## config.mk

```make
export PLATFORM = sky130hd
export DESIGN_NAME = relay_power_sequencer
export DESIGN_NICKNAME = d
export VERILOG_FILES = /design/src/rtl/rps_pkg.sv /design/src/rtl/rps_switch_match.sv /design/src/rtl/relay_power_sequencer.sv
export VERILOG_INCLUDE_DIRS = /design/src /design/src/rtl
export SDC_FILE = /design/constraint.sdc
export NUM_CORES = 1
export LEC_CHECK = 0
export BUFFER_PORTS_ARGS = -buffer_cell sky130_fd_sc_hd__clkbuf_2
export CAP_MARGIN = 20
export CORE_UTILIZATION = 45
export CTS_CLUSTER_DIAMETER = 100
export DETAILED_ROUTE_END_ITERATION = 8
export PLACE_DENSITY = 0.62
export RECOVER_POWER = 50
export SYNTH_ARGS = -nofsm -noshare
export SYNTH_HDL_FRONTEND = slang
export SYNTH_HIERARCHICAL = 1
export SYNTH_SLANG_ARGS = --single-unit
```

## constraint.sdc

```tcl
create_clock -name clk -period 16.59 [get_ports clk]
set_input_delay 1.659 -clock clk [delete_from_list [all_inputs] [get_ports clk]]
set_output_delay 1.659 -clock clk [all_outputs]
set_load 0.03 [all_outputs]
```

## src/rtl/assert_macros.svh

```systemverilog
// Assertion macros used by the RTL file that carries checks.
`ifndef ASSERT_MACROS_SVH
`define ASSERT_MACROS_SVH
`ifndef NO_ASSERTIONS
`define RPS_ASSERT(lbl, clk, rst_n, prop, msg) \
  lbl: assert property (@(posedge clk) disable iff (!rst_n) prop) else $error(msg);
`define RPS_ASSERT_NEVER(lbl, clk, rst_n, expr, msg) \
  lbl: assert property (@(posedge clk) disable iff (!rst_n) !(expr)) else $error(msg);
`else
`define RPS_ASSERT(lbl, clk, rst_n, prop, msg)
`define RPS_ASSERT_NEVER(lbl, clk, rst_n, expr, msg)
`endif
`endif

```

## src/rtl/rps_pkg.sv

```systemverilog
// Constants and codes shared by the relay power sequencer modules.
package rps_pkg;

  localparam int CHANNELS = 8;

  localparam logic [7:0] CHAN_MASK = 8'((1 << CHANNELS) - 1);

  localparam logic [15:0] STEP_MS      = 16'd100;
  localparam logic [15:0] MS_PER_S     = 16'd1000;
  localparam logic [15:0] LINK_SPAN_MS = 16'd8000;
  localparam logic [7:0]  MAX_DELAY_S  = 8'd65;

  localparam logic [1:0] STATUS_ALL_OFF = 2'd0;
  localparam logic [1:0] STATUS_ALL_ON  = 2'd1;
  localparam logic [1:0] STATUS_MIXED   = 2'd2;

  localparam logic [2:0] REG_ON_LO  = 3'd0;
  localparam logic [2:0] REG_ON_HI  = 3'd1;
  localparam logic [2:0] REG_OFF_LO = 3'd2;
  localparam logic [2:0] REG_OFF_HI = 3'd3;
  localparam logic [2:0] REG_LINKED = 3'd4;

  typedef struct packed {
    logic [31:0] on_lo;
    logic [31:0] on_hi;
    logic [31:0] off_lo;
    logic [31:0] off_hi;
    logic        linked;
  } cfg_t;

  function automatic logic [1:0] status_of(input logic [7:0] levels);
    logic [1:0] s;
    if (levels == CHAN_MASK) begin
      s = STATUS_ALL_ON;
    end else if (levels == 8'd0) begin
      s = STATUS_ALL_OFF;
    end else begin
      s = STATUS_MIXED;
    end
    return s;
  endfunction

endpackage

```

## src/rtl/rps_switch_match.sv

```systemverilog
// Per-channel switching-time compare against the advanced counter.
module rps_switch_match
  import rps_pkg::*;
(
  input  cfg_t        cfg,
  input  logic        down,
  input  logic [15:0] count,
  output logic [7:0]  hits
);

  logic [63:0] on_bytes;
  logic [63:0] off_bytes;

  assign on_bytes  = {cfg.on_hi, cfg.on_lo};
  assign off_bytes = {cfg.off_hi, cfg.off_lo};

  always_comb begin
    logic [7:0]  d;
    logic [15:0] t;
    hits = 8'd0;
    for (int ch = 0; ch < CHANNELS; ch++) begin
      d = down ? on_bytes[ch*8 +: 8] : off_bytes[ch*8 +: 8];
      if (d > MAX_DELAY_S) begin
        d = MAX_DELAY_S;
      end
      if (cfg.linked) begin
        t = down ? 16'((ch + 1) * 1000) : 16'((8 - ch) * 1000);
      end else begin
        t = 16'({8'd0, d} * MS_PER_S);
      end
      hits[ch] = (count == t);
    end
  end

endmodule

```

## src/rtl/relay_power_sequencer.sv

```systemverilog
// Top level of the eight-channel relay power sequencer.
// Each input item is one 100 ms tick carrying the key level; each produces exactly one
// result item with the channel levels, the status and the active counter. The tick is
// registered, evaluated combinationally against the counter and channel state, and the
// result is registered, so one item is taken every cycle unless the output stalls; the
// only loop is the state update through the on/off counters and channel levels. The
// result is valid once the held tick advances into the output registers. Configuration
// writes take effect at once and are meant to happen while the block is idle.
module relay_power_sequencer
  import rps_pkg::*;
(
  input  logic        clk,
  input  logic        rst_n,
  input  logic        in_valid,
  output logic        in_ready,
  input  logic        in_key_down,
  output logic        out_valid,
  input  logic        out_ready,
  output logic [7:0]  out_channel_levels,
  output logic [1:0]  out_sequence_status,
  output logic [15:0] out_elapsed_ms,
  input  logic        cfg_wr_en,
  input  logic [2:0]  cfg_index,
  input  logic [31:0] cfg_wdata
);

  cfg_t        cfg_r;
  logic        in_valid_r;
  logic        in_key_r;
  logic [7:0]  levels_r, levels_nxt;
  logic [15:0] on_count_r, on_count_nxt;
  logic [15:0] off_count_r, off_count_nxt;
  logic        out_valid_r;
  logic [7:0]  out_levels_r;
  logic [1:0]  out_status_r;
  logic [15:0] out_elapsed_r;
  logic [1:0]  status;
  logic        advance;
  logic        run_on;
  logic        run_off;
  logic [15:0] count_adv;
  logic [7:0]  hits;

  assign advance  = in_valid_r && (!out_valid_r || out_ready);
  assign in_ready = !in_valid_r || advance;
  assign status   = status_of(levels_r);
  assign run_on   = in_key_r && (status != STATUS_ALL_ON);
  assign run_off  = !in_key_r && (status != STATUS_ALL_OFF);
  assign count_adv = (in_key_r ? on_count_r : off_count_r) + STEP_MS;

  rps_switch_match u_match (
    .cfg   (cfg_r),
    .down  (in_key_r),
    .count (count_adv),
    .hits  (hits)
  );

  always_comb begin
    levels_nxt    = levels_r;
    on_count_nxt  = on_count_r;
    off_count_nxt = off_count_r;
    if (run_on) begin
      levels_nxt    = (levels_r | hits) & CHAN_MASK;
      on_count_nxt  = count_adv;
      off_count_nxt = cfg_r.linked ? LINK_SPAN_MS - count_adv : 16'd0;
    end else if (run_off) begin
      levels_nxt    = levels_r & ~hits & CHAN_MASK;
      off_count_nxt = count_adv;
      on_count_nxt  = cfg_r.linked ? LINK_SPAN_MS - count_adv : 16'd0;
    end
  end

  always_ff @(posedge clk) begin
    if (!rst_n) begin
      cfg_r <= '0;
    end else if (cfg_wr_en) begin
      case (cfg_index)
        REG_ON_LO:  cfg_r.on_lo  <= cfg_wdata;
        REG_ON_HI:  cfg_r.on_hi  <= cfg_wdata;
        REG_OFF_LO: cfg_r.off_lo <= cfg_wdata;
        REG_OFF_HI: cfg_r.off_hi <= cfg_wdata;
        REG_LINKED: cfg_r.linked <= cfg_wdata[0];
        default: begin
        end
      endcase
    end
  end

  always_ff @(posedge clk) begin
    if (!rst_n) begin
      in_valid_r  <= 1'b0;
      out_valid_r <= 1'b0;
      levels_r    <= '0;
      on_count_r  <= '0;
      off_count_r <= '0;
    end else begin
      if (in_ready) begin
        in_valid_r <= in_valid;
      end
      if (advance) begin
        out_valid_r <= 1'b1;
        levels_r    <= levels_nxt;
        on_count_r  <= on_count_nxt;
        off_count_r <= off_count_nxt;
      end else if (out_ready) begin
        out_valid_r <= 1'b0;
      end
    end
  end

  always_ff @(posedge clk) begin
    if (in_ready) begin
      in_key_r <= in_key_down;
    end
    if (advance) begin
      out_levels_r  <= levels_nxt;
      out_status_r  <= status_of(levels_nxt);
      out_elapsed_r <= in_key_r ? on_count_nxt : off_count_nxt;
    end
  end

  assign out_valid           = out_valid_r;
  assign out_channel_levels  = out_levels_r;
  assign out_sequence_status = out_status_r;
  assign out_elapsed_ms      = out_elapsed_r;

`include "assert_macros.svh"

  `RPS_ASSERT(a_status_consistent, clk, rst_n, out_valid_r |-> ((out_status_r == STATUS_ALL_ON) == (out_levels_r == CHAN_MASK)), "status disagrees with channel levels")
  `RPS_ASSERT_NEVER(a_no_take_when_stalled, clk, rst_n, in_valid_r && !advance && in_ready, "input taken while held item is stalled")
  `RPS_ASSERT(a_on_monotone, clk, rst_n, advance && in_key_r |=> ((levels_r & $past(levels_r)) == $past(levels_r)), "channel turned off during key down")
  `RPS_ASSERT(a_off_cleared, clk, rst_n, advance && run_on && !cfg_r.linked |=> (off_count_r == 16'd0), "off counter not cleared in normal mode")

endmodule
```

Word-level counts from Yosys, hierarchy flattened
Index checks and enable logic that the tools add are counted.
Storage, ports and cells
  output and inout port bits: 28
  register bits after elaboration: 198
  word-level logic and storage cells: 114
  input port bits: 41
Operators by class
  order comparisons: 8
  add/subtract/negate cells: 2
  multipliers: 8
  reductions and logical operators: 18
  mux-type cells: 46
  eq/ne operators: 15
  bitwise logic cells: 3
Operators by type and width (number)
  $mux W16: 15
  $mux W8: 18
  $eq A16 B16 Y1: 8
  $mul A8 B7 Y13 const B: 8
  $mux W13: 8
  $gt A8 B7 Y1 const B: 8
  $add A16 B7 Y16 const B: 1
  $eq A8 B8 Y1 const B: 2
  $logic_not A8 Y1: 2
  $sub A13 B16 Y16 const A: 1
  $reduce_and A2 Y1: 5
  $and A8 B8 Y8: 1
  $not A8 Y8: 1
  $or A8 B8 Y8: 1
  $eq A3 B2 Y1 const B: 2
  $mux W2: 3
  $reduce_bool A2 Y1: 2
  $eq A3 B1 Y1 const B: 1
  $eq A3 B3 Y1 const B: 1
  $logic_and A1 B1 Y1: 3
  $logic_not A1 Y1: 3
  $logic_not A3 Y1: 1
  $logic_or A1 B1 Y1: 2
  $mux W1: 2
  $ne A2 B1 Y1 const B: 1

Logic depth before layout (Yosys ltp)
  word-level depth: 12
  gate-level depth with buffers: 30
  depth with buffers taken out: 26

Hierarchy
The synthesis kept the hierarchy.
By module, submodules not included
  rps_switch_match: sequential area each 0.0 sq um, cells each 1705, times used 1, area each 13392.8 sq um
  relay_power_sequencer: sequential area each 4234.1 sq um, cells each 1014, times used 1, area each 8510.7 sq um

Worst setup path after synthesis
Ideal clock, no wire load.
  path kind: register to register
  from: register in_key_r
  to: register out_status_r[1] (netlist: out_sequence_status[1]), data pin
  path slack: 9.725 ns
  period minus slack after synthesis: 6.865 ns
  cell stages (with the launch flop): 30
  arrival time: 6.585 ns
  library setup time: 0.280 ns
  buffers on the path: 8
  required time: 16.310 ns
  path through: edfxtp_1 > buf_6 > buf_4 > buf_4 > buf_4 > buf_4 > buf_2 > buf_2 > mux2i_1 > nor2_1 > ha_1 > inv_1 > fa_1 > fa_1 > inv_1 > fa_1 > ha_1 > clkbuf_1 > nand2_1 > o211ai_1 > or4_1 > a31o_2 > a21oi_1 > xnor2_1 > a21oi_1 > o311a_1 > mux2_2 > nand2_1 > nor4_1 > a41oi_1
On the way
  word-level cells in the longest chain between the ends: 12
  elaborated cells between the ends (all ways): 69
  classes of those cells: add/sub (1); mul (8); order compare (8); eq/ne (9); mux (36); bitwise (3); reduce/logical (4)
Ends and longest elaborated chain
  start: declaration: RTL line relay_power_sequencer.sv:29  | logic in_key_r;
  start signal: assignment: RTL line relay_power_sequencer.sv:113  | in_key_r <= in_key_down;
  $mux W8: RTL line rps_switch_match.sv:22  | d = down ? on_bytes[ch*8 +: 8] : off_bytes[ch*8 +: 8];
  $gt A8 B7 Y1: RTL line rps_switch_match.sv:23  | if (d > MAX_DELAY_S) begin
  $mux W8: RTL line rps_switch_match.sv:23
  $mul A8 B7 Y13: RTL line rps_switch_match.sv:29  | t = 16'({8'd0, d} * MS_PER_S);
  $mux W16: RTL line rps_switch_match.sv:26  | if (cfg.linked) begin
  $eq A16 B16 Y1 (*): RTL line rps_switch_match.sv:31  | hits[ch] = (count == t);
  via hits[0]: RTL line relay_power_sequencer.sv:42  | logic [7:0] hits;
  $not A8 Y8: RTL line relay_power_sequencer.sv:67  | levels_nxt = levels_r & ~hits & CHAN_MASK;
  $and A8 B8 Y8: RTL line relay_power_sequencer.sv:67
  $mux W8: RTL line relay_power_sequencer.sv:66  | end else if (run_off) begin
  $mux W8 (*): RTL line relay_power_sequencer.sv:62  | if (run_on) begin
  via levels_nxt[0]: RTL line relay_power_sequencer.sv:30  | logic [7:0] levels_r, levels_nxt;
  $logic_not A8 Y1: RTL line rps_pkg.sv:35  | end else if (levels == 8'd0) begin
  $mux W2: RTL line rps_pkg.sv:35
  end signal: assignment: RTL line relay_power_sequencer.sv:117  | out_status_r <= status_of(levels_nxt);
  end: declaration: RTL line relay_power_sequencer.sv:35  | logic [1:0] out_status_r;
The timed path passes the listed nets; every way through them passes the cells marked *.
A chain may end at the register's enable or synchronous reset.

Worst setup path after layout
Ends and elaborated chain as after synthesis.

==> flow_summary_export.csv <==
group,metric,value,unit
outcome,status,"finished with violations",
outcome,violations,"max-capacitance violations, max-slew violations",
routing,vias,19100,
synth,synth.distinct_cells,98,
sta,fin_crit_sh,69.6,%
power,irDropWorstVdd,0.0864,mV
floorplan,die-area,49600,um2
critical_path,path_class,"flip-flop to flip-flop",
power,p_leak,10.1,nW
synth,syn_area_per_cell,8.06,um2
routing,finalWirelength,63500,um
clocking,cts-htree-levels,4,
place,port-buffer-count,68,
sta,grt_setup_unrepaired,"no",
critical_path,cp_data_required_time,16.80,ns
clocking,clockRootBuffer,"clkbuf_16",
critical_path,cp_max_fo,59,
global_routing,gr-total-overflow,0,
clocking,cts_buffers,17,
synth,synth_ff_type,"dfxtp_1",
floorplan,start_util,45.8,%
routing,routed.top_layer,"met4",
synth,synth_top_cell_by_area,"dfxtp_1",
global_routing,grt_max_degree,78,
synth,synth-edff-count,27,
sta,min_period,11.54,ns
routing,drt_iter0_drc,1383,
clocking,cts_sinks,198,
synth,synth_most_common_cell,"nand2_1",
place,place_ws,8.21,ns
clocking,path_clk_slew,0.08,ns
routing,drc,0,
sta,max_freq,0.0866,GHz
synth,synth_top_area_share,15.6,%
critical_path,cp.arrival,11.75,ns
floorplan,pin_count,69,
routing,dr.pass1.iters,8,
floorplan,die_w,223,um
synth,yosys_register_bits,198,
final_layout,final_nets,3170,
final_layout,fillers,4637,
clocking,cts_buffer_depth,2,
sta,finalMaxSlewViolations,329,
final_layout,drive_gt1_share,7.02,%
sta,tns,0,ns
global_routing,grt_pass1_wl,101000,um
synth,synth_area_leaders,"dfxtp_1, fa_1, ha_1, nand2_1, inv_1",
sta,tightest_slew,3.65,ns
routing,ant_nets,0,
power,power.density,68.8,nW/um2
synth,synth-async-reset-ratio,0,%
synth,synth_seq_area_share,19.3,%
place,gp_congestion,0.902,
critical_path,end_kind,"flip-flop",
synth,yosys-top-cells-count,"nand2_1, inv_1, a21oi_1, ha_1, nor2_1",
hold_path,min_path_type,"flip-flop to flip-flop",
clocking,cts_hold_buf,0,
final_layout,diodes,0,
final_layout,synthToLayoutAreaGrowth,7.19,%
sta,fin_ws,5.05,ns
global_routing,track_usage,25.9,%
clocking,ctsResizeCount,0,
routing,wl_met1,27700,um
synth,synthCells,2719,
floorplan,rows,80,
sta,finalSetupViolCount,0,
global_routing,grt_pass1_vias,18600,
floorplan,coreArea,47800,um2
clocking,postCtsSetupBuffers,0,
routing,met2_length,31200,um
sta,finClkSkew,0.0209,ns
synth,yosys_warnings,6,
routing,routedWlPerCell,18.8,um
critical_path,start_kind,"flip-flop",
routing,viasPerCell,5.64,
synth,synth_area,21900,um2
global_routing,antenna_found_initial,0,
routing,wl_met3,2990,um
clocking,cts_tree,"done",
place,dp_hpwl,47800,um
flow_run,drv_cap,5,
sta,worst_slew_margin_rel,-143,%
sta,hold_viol,0,
clocking,clk_latency,0.50,ns
floorplan,fp.dieH,223,um
## cell usage in the layout, fill, tap and decap left out, types with 15 or more instances in the layout
| cell | count |
|---|---|
| clkbuf_2 | 39 |
| or2_2 | 16 |
| a31oi_1 | 17 |
| o21ai_0 | 71 |
| clkbuf_1 | 35 |
| nor4_1 | 25 |
| nand2_1 | 405 |
| buf_4 | 29 |
| fa_1 | 152 |
| a211oi_1 | 31 |
| nor3_1 | 64 |
| nor2b_1 | 21 |
| dfxtp_1 | 170 |
| nand2b_1 | 17 |
| nor2_1 | 178 |
| a21oi_1 | 233 |
| ha_1 | 225 |
| conb_1 | 36 |
| edfxtp_1 | 27 |
| nand3_1 | 47 |
| mux2_2 | 23 |
| clkbuf_16 | 17 |
| o22ai_1 | 15 |
| mux2i_1 | 59 |
| xnor2_1 | 138 |
| xor2_1 | 64 |
| inv_1 | 331 |
## flip-flops by register name (all words and copies together) (netlist names)
register             count
out_elapsed_ms          16
levels_r                 8
cfg_r                  129
on_count_r              16
out_channel_levels       8
out_valid                1
in_valid_r               1
off_count_r             16
out_sequence_status      2
in_key_r                 1
## stage by stage
step,utilization (%),power [mW],hold slack [ns],cell area (um2),cells
2_1_floorplan,-,1.02,0.431,22000,2753
3_3_place_gp,47.9,1.16,0.440,22900,3347
3_5_place_dp,47.9,1.18,0.443,22900,3348
4_1_cts,49.2,1.62,0.453,23500,3380
5_1_grt,49.1,1.71,0.470,23500,3380
6_report,49.1,1.61,0.454,23500,3380
## power breakdown
part,internal [mW],switching [mW],total (mW)
clock,0.223,0.218,0.441
combinational,0.258,0.398,0.656
sequential,0.503,0.0148,0.518
total,0.984,0.631,1.61
## metal layers
layer / vias up / track usage (%)
li1: 9195 / -
met1: 9245 / 33.7
met2: 521 / 45.2
met3: 93 / 2.62
met4: 0 / 8.03
met5: - / 0
## path summary, 6_finish.rpt
path / from / endpoint / slack [ns] / cells past startpoint
worst max-delay path: in_key_r / out_sequence_status[1] / 5.05 / 25
worst min-delay path: cfg_r[33] / cfg_r[33] / 0.45 / 2
worst max register to register: in_key_r / out_sequence_status[1] / 5.05 / 25
worst min register to register: cfg_r[33] / cfg_r[33] / 0.45 / 2
## cell families after synthesis
group                      after synthesis  synth area share (%)
DFF                                    198                  19.3
AOI/OAI and AO/OA                      532                  15.6
buffers and inverters                  463                  8.24
muxes                                   87                  4.19
adders and majority gates              377                  26.7
and+or+nand+nor                        853                  17.4
xor gates and xnor gates               207                  8.47
other                                    2                0.0343
## final cells by class
class,count,area [um2],share of cell area (%)
well taps,615,769,3.28
multi-input cells,2092,16000,68.3
inverters,339,1270,5.42
repair buffers,104,548,2.33
clock inverters,13,154,0.655
flip-flops and latches,198,4240,18.0
clock buffers,19,453,1.93
## critical path: stages (launching register included)
cell	delay, ns
edfxtp_1	0.33
buf_4	0.48
clkbuf_1	2.04
clkbuf_1	2.29
mux2i_1	0.47
inv_1	0.15
o31ai_1	0.48
nand3_1	0.27
inv_1	0.13
fa_1	0.46
fa_1	0.55
fa_1	0.43
fa_1	0.50
inv_1	0.05
ha_1	0.34
nand3_1	0.11
o211ai_1	0.11
o41ai_1	0.53
xnor2_1	0.21
nand2_1	0.08
a21boi_0	0.17
nor3_1	0.07
nor3_1	0.16
mux2_2	0.39
nor4_1	0.28
a41oi_1	0.14
Power figures use the tool's default switching activity.
